`config.mk`:
```
export PLATFORM = sky130hd
export DESIGN_NAME = all_pairs_shortest_path_flat
export DESIGN_NICKNAME = d
export VERILOG_FILES = /design/src/sv/apsp_pkg.sv /design/src/sv/apsp_cmd_if.sv /design/src/sv/apsp_entry_if.sv /design/src/sv/apsp_mem.sv /design/src/sv/apsp_relax.sv /design/src/sv/all_pairs_shortest_path.sv /design/src/flat_wrapper.sv
export SDC_FILE = /design/constraint.sdc
export NUM_CORES = 2
export LEC_CHECK = 0
export ABC_AREA = 1
export ABC_CLOCK_PERIOD_IN_PS = 8200
export BUFFER_PORTS_ARGS = -buffer_cell sky130_fd_sc_hd__buf_2
export CORE_AREA = 2 2 466 468
export CTS_CLUSTER_DIAMETER = 50
export DETAILED_ROUTE_END_ITERATION = 8
export DIE_AREA = 0 0 468 470
export PLACE_DENSITY_LB_ADDON = 0.08
export SYNTH_ARGS = -nofsm -noshare
export SYNTH_HDL_FRONTEND = slang
export SYNTH_SLANG_ARGS = --single-unit
```
`constraint.sdc`:
```
create_clock -name clk -period 8.2 [get_ports clk]
set_input_delay 0 -clock clk [delete_from_list [all_inputs] [get_ports clk]]
set_output_delay 0 -clock clk [all_outputs]
set_load 0.02 [all_outputs]
```
`src/sv/apsp_pkg.sv`:
```
// shared types, constants and command codes for the shortest path block
package apsp_pkg;

    localparam int SLOTS        = 8;
    localparam int VERTEX_W     = 3;
    localparam int ADDR_W       = 2 * VERTEX_W;
    localparam int DEPTH        = SLOTS * SLOTS;
    localparam int STORE_W      = 16;
    localparam int DIST_W       = 19;
    localparam int VERTICES_DEF = 8;

    localparam logic [STORE_W-1:0] NO_EDGE = 16'hFFFF;

    localparam logic [1:0] CMD_CLEAR   = 2'd0;
    localparam logic [1:0] CMD_EDGE    = 2'd1;
    localparam logic [1:0] CMD_COMPUTE = 2'd2;

    typedef struct packed {
        logic                en;
        logic                keep_via;
        logic [ADDR_W-1:0]   addr;
        logic [STORE_W-1:0]  cost;
        logic [VERTEX_W-1:0] via;
    } mem_wr_t;

    typedef struct packed {
        logic [STORE_W-1:0]  cost;
        logic [VERTEX_W-1:0] via;
    } mem_rd_t;

endpackage

```
`src/sv/apsp_cmd_if.sv`:
```
// command channel: valid, ready and the command item
interface apsp_cmd_if;
    logic                                 valid;
    logic                                 ready;
    logic [1:0]                           command;
    logic [apsp_pkg::VERTEX_W-1:0]        vertex_a;
    logic [apsp_pkg::VERTEX_W-1:0]        vertex_b;
    logic [apsp_pkg::STORE_W-1:0]         weight;

    modport source (output valid, output command, output vertex_a, output vertex_b,
                    output weight, input ready);
    modport sink   (input valid, input command, input vertex_a, input vertex_b,
                    input weight, output ready);
endinterface

```
`src/sv/apsp_entry_if.sv`:
```
// result channel: valid, ready and one matrix entry item
interface apsp_entry_if;
    logic                                 valid;
    logic                                 ready;
    logic [apsp_pkg::VERTEX_W-1:0]        row;
    logic [apsp_pkg::VERTEX_W-1:0]        col;
    logic [apsp_pkg::DIST_W-1:0]          distance;
    logic [apsp_pkg::VERTEX_W-1:0]        via;
    logic                                 last;

    modport source (output valid, output row, output col, output distance, output via,
                    output last, input ready);
    modport sink   (input valid, input row, input col, input distance, input via,
                    input last, output ready);
endinterface

```
`src/sv/apsp_mem.sv`:
```
// distance and via matrix store: two registered read ports, one write port, valid bits
module apsp_mem
(
    input  logic                          clk,
    input  logic                          rst_n,
    input  logic                          clear,
    input  apsp_pkg::mem_wr_t             wr,
    input  logic [apsp_pkg::ADDR_W-1:0]   raddr_a,
    input  logic [apsp_pkg::ADDR_W-1:0]   raddr_b,
    output apsp_pkg::mem_rd_t             rd_a,
    output apsp_pkg::mem_rd_t             rd_b
);

    logic [apsp_pkg::STORE_W-1:0]  dist_mem [apsp_pkg::DEPTH];
    logic [apsp_pkg::VERTEX_W-1:0] via_mem  [apsp_pkg::DEPTH];
    logic [apsp_pkg::DEPTH-1:0]    valid_reg;

    logic [apsp_pkg::STORE_W-1:0]  qa_dist_reg;
    logic [apsp_pkg::STORE_W-1:0]  qb_dist_reg;
    logic [apsp_pkg::VERTEX_W-1:0] qa_via_reg;
    logic [apsp_pkg::ADDR_W-1:0]   addr_a_reg;
    logic [apsp_pkg::ADDR_W-1:0]   addr_b_reg;
    logic                          va_reg;
    logic                          vb_reg;

    always_ff @(posedge clk)
    begin
        if (wr.en)
        begin
            dist_mem[wr.addr] <= wr.cost;
            // a kept via entry is only rewritten while it still reads as its row
            if (!(wr.keep_via && valid_reg[wr.addr]))
            begin
                via_mem[wr.addr] <= wr.via;
            end
        end
        qa_dist_reg <= dist_mem[raddr_a];
        qa_via_reg  <= via_mem[raddr_a];
        qb_dist_reg <= dist_mem[raddr_b];
        addr_a_reg  <= raddr_a;
        addr_b_reg  <= raddr_b;
    end

    always_ff @(posedge clk or negedge rst_n)
    begin
        if (!rst_n)
        begin
            valid_reg <= '0;
            va_reg    <= 1'b0;
            vb_reg    <= 1'b0;
        end
        else
        begin
            va_reg <= valid_reg[raddr_a];
            vb_reg <= valid_reg[raddr_b];
            if (clear)
            begin
                valid_reg <= '0;
            end
            else if (wr.en)
            begin
                valid_reg[wr.addr] <= 1'b1;
            end
        end
    end

    // entries never written since a clear read as the initial matrix
    always_comb
    begin
        if (va_reg)
        begin
            rd_a.cost = qa_dist_reg;
            rd_a.via  = qa_via_reg;
        end
        else
        begin
            rd_a.cost = (addr_a_reg[apsp_pkg::ADDR_W-1:apsp_pkg::VERTEX_W] ==
                         addr_a_reg[apsp_pkg::VERTEX_W-1:0]) ? '0 : apsp_pkg::NO_EDGE;
            rd_a.via  = addr_a_reg[apsp_pkg::ADDR_W-1:apsp_pkg::VERTEX_W];
        end
        if (vb_reg)
        begin
            rd_b.cost = qb_dist_reg;
        end
        else
        begin
            rd_b.cost = (addr_b_reg[apsp_pkg::ADDR_W-1:apsp_pkg::VERTEX_W] ==
                         addr_b_reg[apsp_pkg::VERTEX_W-1:0]) ? '0 : apsp_pkg::NO_EDGE;
        end
        rd_b.via = addr_b_reg[apsp_pkg::ADDR_W-1:apsp_pkg::VERTEX_W];
    end

endmodule

```
`src/sv/apsp_relax.sv`:
```
// relaxation unit: one add and one strict compare
module apsp_relax
(
    input  logic [apsp_pkg::STORE_W-1:0] d_ik,
    input  logic [apsp_pkg::STORE_W-1:0] d_kj,
    input  logic [apsp_pkg::STORE_W-1:0] d_ij,
    output logic                         take,
    output logic [apsp_pkg::STORE_W-1:0] new_dist
);

    logic [apsp_pkg::STORE_W:0] through;

    always_comb
    begin
        through  = {1'b0, d_ik} + {1'b0, d_kj};
        take     = {1'b0, d_ij} > through;
        // a winning sum is below the current entry, so it fits the store width
        new_dist = through[apsp_pkg::STORE_W-1:0];
    end

endmodule

```
`src/sv/all_pairs_shortest_path.sv`:
```
// top level: command sequencer for the all pairs shortest path block
//
//  channel | dir | item                                   | accepted when
//  cmd     | in  | command, vertex_a, vertex_b, weight    | cmd.valid && cmd.ready
//  result  | out | row, col, distance, via, last          | result.valid && result.ready
//
// clear and an ignored command complete in the accept cycle; an edge writes a,b there and b,a in ST_EDGE2
// compute: relaxation through the single add/compare unit and the two-read-port matrix store
// (ST_RD_IK, ST_LD_IK per row; ST_RD_IJ, ST_CMP per entry), then ST_EMIT_RD/LD/WAIT per entry
// reset leaves the initial matrices in place through per-entry valid bits, no sweep
// cmd.ready is low while a command is in progress; a stalled result holds the sequencer
module all_pairs_shortest_path
#(
    parameter int VERTICES = apsp_pkg::VERTICES_DEF
)
(
    input  logic         clk,
    input  logic         rst_n,
    apsp_cmd_if.sink     cmd,
    apsp_entry_if.source result
);

    localparam logic [3:0] ST_IDLE      = 4'd0;
    localparam logic [3:0] ST_EDGE2     = 4'd1;
    localparam logic [3:0] ST_RD_IK     = 4'd2;
    localparam logic [3:0] ST_LD_IK     = 4'd3;
    localparam logic [3:0] ST_RD_IJ     = 4'd4;
    localparam logic [3:0] ST_CMP       = 4'd5;
    localparam logic [3:0] ST_EMIT_RD   = 4'd6;
    localparam logic [3:0] ST_EMIT_LD   = 4'd7;
    localparam logic [3:0] ST_EMIT_WAIT = 4'd8;

    localparam int VW = apsp_pkg::VERTEX_W;
    localparam logic [VW-1:0] LAST_V  = VW'(VERTICES - 1);
    localparam logic [VW:0]   V_COUNT = (VW + 1)'(VERTICES);

    logic [3:0]                   state_reg, state_next;
    logic [VW-1:0]                i_reg, i_next;
    logic [VW-1:0]                j_reg, j_next;
    logic [VW-1:0]                k_reg, k_next;
    logic [VW-1:0]                ea_reg, ea_next;
    logic [VW-1:0]                eb_reg, eb_next;
    logic [apsp_pkg::STORE_W-1:0] weight_reg, weight_next;
    logic [apsp_pkg::STORE_W-1:0] dik_reg, dik_next;

    logic [VW-1:0]                out_row_reg, out_row_next;
    logic [VW-1:0]                out_col_reg, out_col_next;
    logic [apsp_pkg::STORE_W-1:0] out_dist_reg, out_dist_next;
    logic [VW-1:0]                out_via_reg, out_via_next;
    logic                         out_last_reg, out_last_next;

    logic                         accept;
    logic                         clear;
    logic                         take;
    logic [apsp_pkg::STORE_W-1:0] new_dist;
    logic [apsp_pkg::ADDR_W-1:0]  raddr_a;
    logic [apsp_pkg::ADDR_W-1:0]  raddr_b;
    apsp_pkg::mem_wr_t            wr;
    apsp_pkg::mem_rd_t            rd_a;
    apsp_pkg::mem_rd_t            rd_b;

    apsp_mem u_mem
    (
        .clk     (clk),
        .rst_n   (rst_n),
        .clear   (clear),
        .wr      (wr),
        .raddr_a (raddr_a),
        .raddr_b (raddr_b),
        .rd_a    (rd_a),
        .rd_b    (rd_b)
    );

    apsp_relax u_relax
    (
        .d_ik     (dik_reg),
        .d_kj     (rd_b.cost),
        .d_ij     (rd_a.cost),
        .take     (take),
        .new_dist (new_dist)
    );

    assign cmd.ready       = (state_reg == ST_IDLE);
    assign accept          = cmd.valid && cmd.ready;
    assign result.valid    = (state_reg == ST_EMIT_WAIT);
    assign result.row      = out_row_reg;
    assign result.col      = out_col_reg;
    assign result.distance = apsp_pkg::DIST_W'(out_dist_reg);
    assign result.via      = out_via_reg;
    assign result.last     = out_last_reg;

    always_comb
    begin
        state_next    = state_reg;
        i_next        = i_reg;
        j_next        = j_reg;
        k_next        = k_reg;
        ea_next       = ea_reg;
        eb_next       = eb_reg;
        weight_next   = weight_reg;
        dik_next      = dik_reg;
        out_row_next  = out_row_reg;
        out_col_next  = out_col_reg;
        out_dist_next = out_dist_reg;
        out_via_next  = out_via_reg;
        out_last_next = out_last_reg;
        clear         = 1'b0;
        raddr_a       = {i_reg, j_reg};
        raddr_b       = {k_reg, j_reg};
        wr.en         = 1'b0;
        wr.keep_via   = 1'b0;
        wr.addr       = {i_reg, j_reg};
        wr.cost       = new_dist;
        wr.via        = k_reg;

        case (state_reg)
            ST_IDLE:
            begin
                if (accept)
                begin
                    case (cmd.command)
                        apsp_pkg::CMD_CLEAR:
                        begin
                            clear = 1'b1;
                        end
                        apsp_pkg::CMD_EDGE:
                        begin
                            if (({1'b0, cmd.vertex_a} < V_COUNT) &&
                                ({1'b0, cmd.vertex_b} < V_COUNT))
                            begin
                                wr.en       = 1'b1;
                                wr.keep_via = 1'b1;
                                wr.addr     = {cmd.vertex_a, cmd.vertex_b};
                                wr.cost     = cmd.weight;
                                wr.via      = cmd.vertex_a;
                                ea_next     = cmd.vertex_a;
                                eb_next     = cmd.vertex_b;
                                weight_next = cmd.weight;
                                state_next  = ST_EDGE2;
                            end
                        end
                        apsp_pkg::CMD_COMPUTE:
                        begin
                            i_next     = '0;
                            j_next     = '0;
                            k_next     = '0;
                            state_next = ST_RD_IK;
                        end
                        default:
                        begin
                            state_next = ST_IDLE;
                        end
                    endcase
                end
            end
            ST_EDGE2:
            begin
                // an edge leaves the via entry alone; a never written entry takes its row index
                wr.en       = 1'b1;
                wr.keep_via = 1'b1;
                wr.addr     = {eb_reg, ea_reg};
                wr.cost     = weight_reg;
                wr.via      = eb_reg;
                state_next  = ST_IDLE;
            end
            ST_RD_IK:
            begin
                raddr_a    = {i_reg, k_reg};
                state_next = ST_LD_IK;
            end
            ST_LD_IK:
            begin
                dik_next   = rd_a.cost;
                j_next     = '0;
                state_next = ST_RD_IJ;
            end
            ST_RD_IJ:
            begin
                state_next = ST_CMP;
            end
            ST_CMP:
            begin
                // a write to the i,k or k,j entries never wins, so the held i,k value stays
                wr.en = take;
                wr.via = rd_a.via;
                if (take)
                begin
                    wr.via = k_reg;
                end
                if (j_reg != LAST_V)
                begin
                    j_next     = j_reg + 1'b1;
                    state_next = ST_RD_IJ;
                end
                else if (i_reg != LAST_V)
                begin
                    i_next     = i_reg + 1'b1;
                    state_next = ST_RD_IK;
                end
                else if (k_reg != LAST_V)
                begin
                    i_next     = '0;
                    k_next     = k_reg + 1'b1;
                    state_next = ST_RD_IK;
                end
                else
                begin
                    i_next     = '0;
                    j_next     = '0;
                    state_next = ST_EMIT_RD;
                end
            end
            ST_EMIT_RD:
            begin
                state_next = ST_EMIT_LD;
            end
            ST_EMIT_LD:
            begin
                out_row_next  = i_reg;
                out_col_next  = j_reg;
                out_dist_next = rd_a.cost;
                out_via_next  = rd_a.via;
                out_last_next = (i_reg == LAST_V) && (j_reg == LAST_V);
                state_next    = ST_EMIT_WAIT;
            end
            ST_EMIT_WAIT:
            begin
                if (result.ready)
                begin
                    if (out_last_reg)
                    begin
                        state_next = ST_IDLE;
                    end
                    else
                    begin
                        if (j_reg != LAST_V)
                        begin
                            j_next = j_reg + 1'b1;
                        end
                        else
                        begin
                            j_next = '0;
                            i_next = i_reg + 1'b1;
                        end
                        state_next = ST_EMIT_RD;
                    end
                end
            end
            default:
            begin
                state_next = ST_IDLE;
            end
        endcase
    end

    always_ff @(posedge clk or negedge rst_n)
    begin
        if (!rst_n)
        begin
            state_reg <= ST_IDLE;
            i_reg     <= '0;
            j_reg     <= '0;
            k_reg     <= '0;
        end
        else
        begin
            state_reg <= state_next;
            i_reg     <= i_next;
            j_reg     <= j_next;
            k_reg     <= k_next;
        end
    end

    always_ff @(posedge clk)
    begin
        ea_reg       <= ea_next;
        eb_reg       <= eb_next;
        weight_reg   <= weight_next;
        dik_reg      <= dik_next;
        out_row_reg  <= out_row_next;
        out_col_reg  <= out_col_next;
        out_dist_reg <= out_dist_next;
        out_via_reg  <= out_via_next;
        out_last_reg <= out_last_next;
    end

endmodule

```
`src/flat_wrapper.sv`:
```
// flat-port wrapper written by rule: the top's interface ports become plain ports
module all_pairs_shortest_path_flat 
#(
    parameter int VERTICES = apsp_pkg::VERTICES_DEF
)
  (clk, rst_n, cmd_valid, cmd_command, cmd_vertex_a, cmd_vertex_b, cmd_weight, cmd_ready, result_valid, result_row, result_col, result_distance, result_via, result_last, result_ready);
  apsp_cmd_if cmd_i ();
  apsp_entry_if result_i ();
  input  logic clk;
  input  logic rst_n;
  input wire logic [$bits(cmd_i.valid)-1:0] cmd_valid;
  input wire logic [$bits(cmd_i.command)-1:0] cmd_command;
  input wire logic [$bits(cmd_i.vertex_a)-1:0] cmd_vertex_a;
  input wire logic [$bits(cmd_i.vertex_b)-1:0] cmd_vertex_b;
  input wire logic [$bits(cmd_i.weight)-1:0] cmd_weight;
  output wire logic [$bits(cmd_i.ready)-1:0] cmd_ready;
  output wire logic [$bits(result_i.valid)-1:0] result_valid;
  output wire logic [$bits(result_i.row)-1:0] result_row;
  output wire logic [$bits(result_i.col)-1:0] result_col;
  output wire logic [$bits(result_i.distance)-1:0] result_distance;
  output wire logic [$bits(result_i.via)-1:0] result_via;
  output wire logic [$bits(result_i.last)-1:0] result_last;
  input wire logic [$bits(result_i.ready)-1:0] result_ready;
  assign cmd_i.valid = cmd_valid;
  assign cmd_i.command = cmd_command;
  assign cmd_i.vertex_a = cmd_vertex_a;
  assign cmd_i.vertex_b = cmd_vertex_b;
  assign cmd_i.weight = cmd_weight;
  assign cmd_ready = cmd_i.ready;
  assign result_valid = result_i.valid;
  assign result_row = result_i.row;
  assign result_col = result_i.col;
  assign result_distance = result_i.distance;
  assign result_via = result_i.via;
  assign result_last = result_i.last;
  assign result_i.ready = result_ready;
  all_pairs_shortest_path #(.VERTICES(VERTICES)) u_core (.clk(clk), .rst_n(rst_n), .cmd(cmd_i), .result(result_i));
endmodule
```
==> run metrics <==
commonest non-fill, non-tap cells in the layout edfxtp_1 (1280), o21ai_0 (1173), nor2_1 (961), o211ai_1 (584), nand2_1 (468); max FFs per register 1024; Worst-Skew Late Latency roughly 0.85 ns; final hold slack 0.159 ns; Setup Skew 0.0322 ns; first-pass GRT wire length 431000 um; Setup WS post-layout between 1.5 and 2 ns; R2R Path Start u_core.u_mem.vb_reg$_DFF_PN0_; worst reg-to-reg setup slack 1.72 ns; Overflow after GRT 0; Slew @ Worst Pin 1.52 ns; final instance area 78600 sq um; Crit. End Element register; Clock Root Buffer clkbuf_16; CTS tree built; H-tree depth 4; initial antenna violation count 23; CTS Buf Count 194; cts hold-fix bufs 55; cells on worst reg2reg path 26; CP Class reg -> reg; fin crit share 0.790; largest net degree at the start of global routing 158; post-CTS sizing 0; number of I/O port buffers 55; final hold vios 0; routed vias/inst 5.88; post-layout power about 31 mW; Clock Sink Count 1406; Hold EP u_core.state_reg[2]$_DFFE_PN0P_; DP Cell Count 9277; Remaining DRCs 0; HP Class in -> reg; vias in the first global route 53600; WL/cell 32.1 um; fmax roughly 0.15 GHz; Seq/Total Area, Yosys 0.604; Peak VDD IR 0.000394 V; RSZ-0062 raised after global routing no; Max-Cap Viols 1; # IOs 59; cell area power density 396 nW/um^2; share of layout cells above drive strength 1 0.115; failing checks max-capacitance violations, max-slew violations; Total Wirelength 312000 um; Slew Limit Headroom -0.0103; status complete, but fails checks; die area between 200000 and 250000 sq um; routed via count about 57000; Post-Syn Area per Cell 10.1 sq um; Synth Instances 6787; Clock Pin Slew Worst Setup and Hold Paths 0.06 ns; clock tree buffer depth 3; synthesized area slightly below 70000 sq um; Layout area overhead 14.9%; Core ar. 216000 sq um; Hold Path Cell Cnt 6; crit path max fanout 28; Core Rows 171; Worst setup SP type register; Leak 27.1 nW; Post-Place Worst Slack between 1.5 and 2 ns; die extent in y about 470 um; RePlAce Congestion 0.957; FF+latch count, synth 1406; Die Span X approximately 470 um; max-slew violation count 1; Post-CTS Setup Bufs 0; commonest non-fill, non-tap cell in the layout edfxtp_1; DR pass1 iterations 7; Netlist cell types 51; min Tclk post-route 6.48 ns; Total GRT Usage 0.276; initial core utilization 0.317; Final nets 6741; placed cell areas about 72000 sq um; hpwl dp 198000 um; Finished Core Util 0.365; Initial DRC Count 7688; RR Endpoint u_core.u_mem.dist_mem[8][1]$_DFFE_PP_; min-delay src result_ready; post-route insts no fill 9706; Syn. warnings 0; setup TNS 0 ns; Worst Path Required 8.65 ns; Detail Route Antenna Nets 0; Setup violations, final 0; worst endpoint data arrival time just under 7 ns
## how the worst max path moves through the flow
stage          cells after the start                     startpoint                                endpoint
2_1_floorplan                     14  u_core.u_mem.vb_reg$_DFF_PN0_  u_core.u_mem.dist_mem[0][13]$_DFFE_PP_
3_3_place_gp                      26  u_core.u_mem.vb_reg$_DFF_PN0_   u_core.u_mem.dist_mem[9][5]$_DFFE_PP_
3_5_place_dp                      26  u_core.u_mem.vb_reg$_DFF_PN0_   u_core.u_mem.dist_mem[8][8]$_DFFE_PP_
4_1_cts                           26  u_core.u_mem.vb_reg$_DFF_PN0_  u_core.u_mem.dist_mem[8][12]$_DFFE_PP_
5_1_grt                           26  u_core.u_mem.vb_reg$_DFF_PN0_   u_core.u_mem.dist_mem[8][1]$_DFFE_PP_
6_report                          26  u_core.u_mem.vb_reg$_DFF_PN0_   u_core.u_mem.dist_mem[8][1]$_DFFE_PP_
## kinds of logic (layout without fill, tap and decap cells)
group | count (synthesis) | count (layout) | share of synthesized area
xor+xnor | 17 | 17 | 0.00218
buf+inv | 930 | 981 | 0.0538
flops | 1406 | 1406 | 0.604
compound gates | 2327 | 2327 | 0.204
simple gates | 2067 | 2067 | 0.129
other cells | 1 | 15 | 0.0000548
fa+ha+maj | 39 | 39 | 0.00724
## cell type report
class	count	area [sq um]
fill	21200	137000
sequential	1406	41400
multi-input combinational	4453	23600
clock buffer	233	5130
tap	2854	3570
timing repair buffer	249	2140
inverter	370	1430
clock inverter	129	1400
antenna	12	30.0
## layer usage
layer,track usage,share of wire,up-vias
met5,0,0.00011,-
met3,0.0565,0.087,491
met1,0.377,0.42,28900
met2,0.416,0.44,3029
met4,0.131,0.053,6
li1,-,-,24600
## cells in the mapped netlist, drive strengths merged
library cell,count,area (sq um)
nor3,7,35.0
clkinv,3,11.3
inv,367,1380
a22oi,3,22.5
a2111oi,1,8.76
o21a,1,7.51
dfxtp,47,941
o21bai,8,60.1
edfxtp,1280,38400
dfrtp,79,1980
and3,1,6.26
a21o,8,60.1
o211ai,584,4380
conb,1,3.75
xor2,10,87.6
ha,38,475
nand3,437,2200
a211oi,2,15.0
nor3b,1,7.51
a21oi,209,1270
fa,1,20.0
a31oi,1,6.26
buf,101,571
o31ai,3,22.5
o22ai,235,1480
xnor2,7,61.3
nor4,1,6.26
nor2,987,3790
or2,153,957
nand4,5,31.3
o21ai,1210,6060
nand2,474,1790
o221ai,45,394
nand3b,1,7.51
o2111ai,1,8.76
a221oi,16,140
clkbuf,459,1720
## critical path, cell delays in order (launching register included)
cell and delay (ns):
dfrtp_1 0.32, clkinv_1 0.06, buf_4 0.20, nand2_1 0.10, nor4_2 0.05, buf_4 0.19
nor2_1 0.14, ha_1 0.18, inv_1 0.06, fa_1 0.43, o21ai_0 0.51, nand2_1 0.12
o211ai_1 0.18, nand3_1 0.12, nand2_1 0.09, xor2_1 0.25, inv_1 0.08, ha_1 0.29
and3_1 0.18, nand4_1 0.13, nand3b_1 0.09, a21oi_1 0.17, nand3_1 0.13, nand2_2 0.70
buf_12 0.29, nand3_1 0.21, inv_1 0.74
## power by group
part | switching [mW] | leakage, nW | internal, mW
Clock | 3.46 | 3.15 | 5.13
Combinational | 9.58 | 10.9 | 1.87
Sequential | 0.198 | 13.0 | 10.9
Total | 13.2 | 27.1 | 17.9
Power figures use the tool's default switching activity.
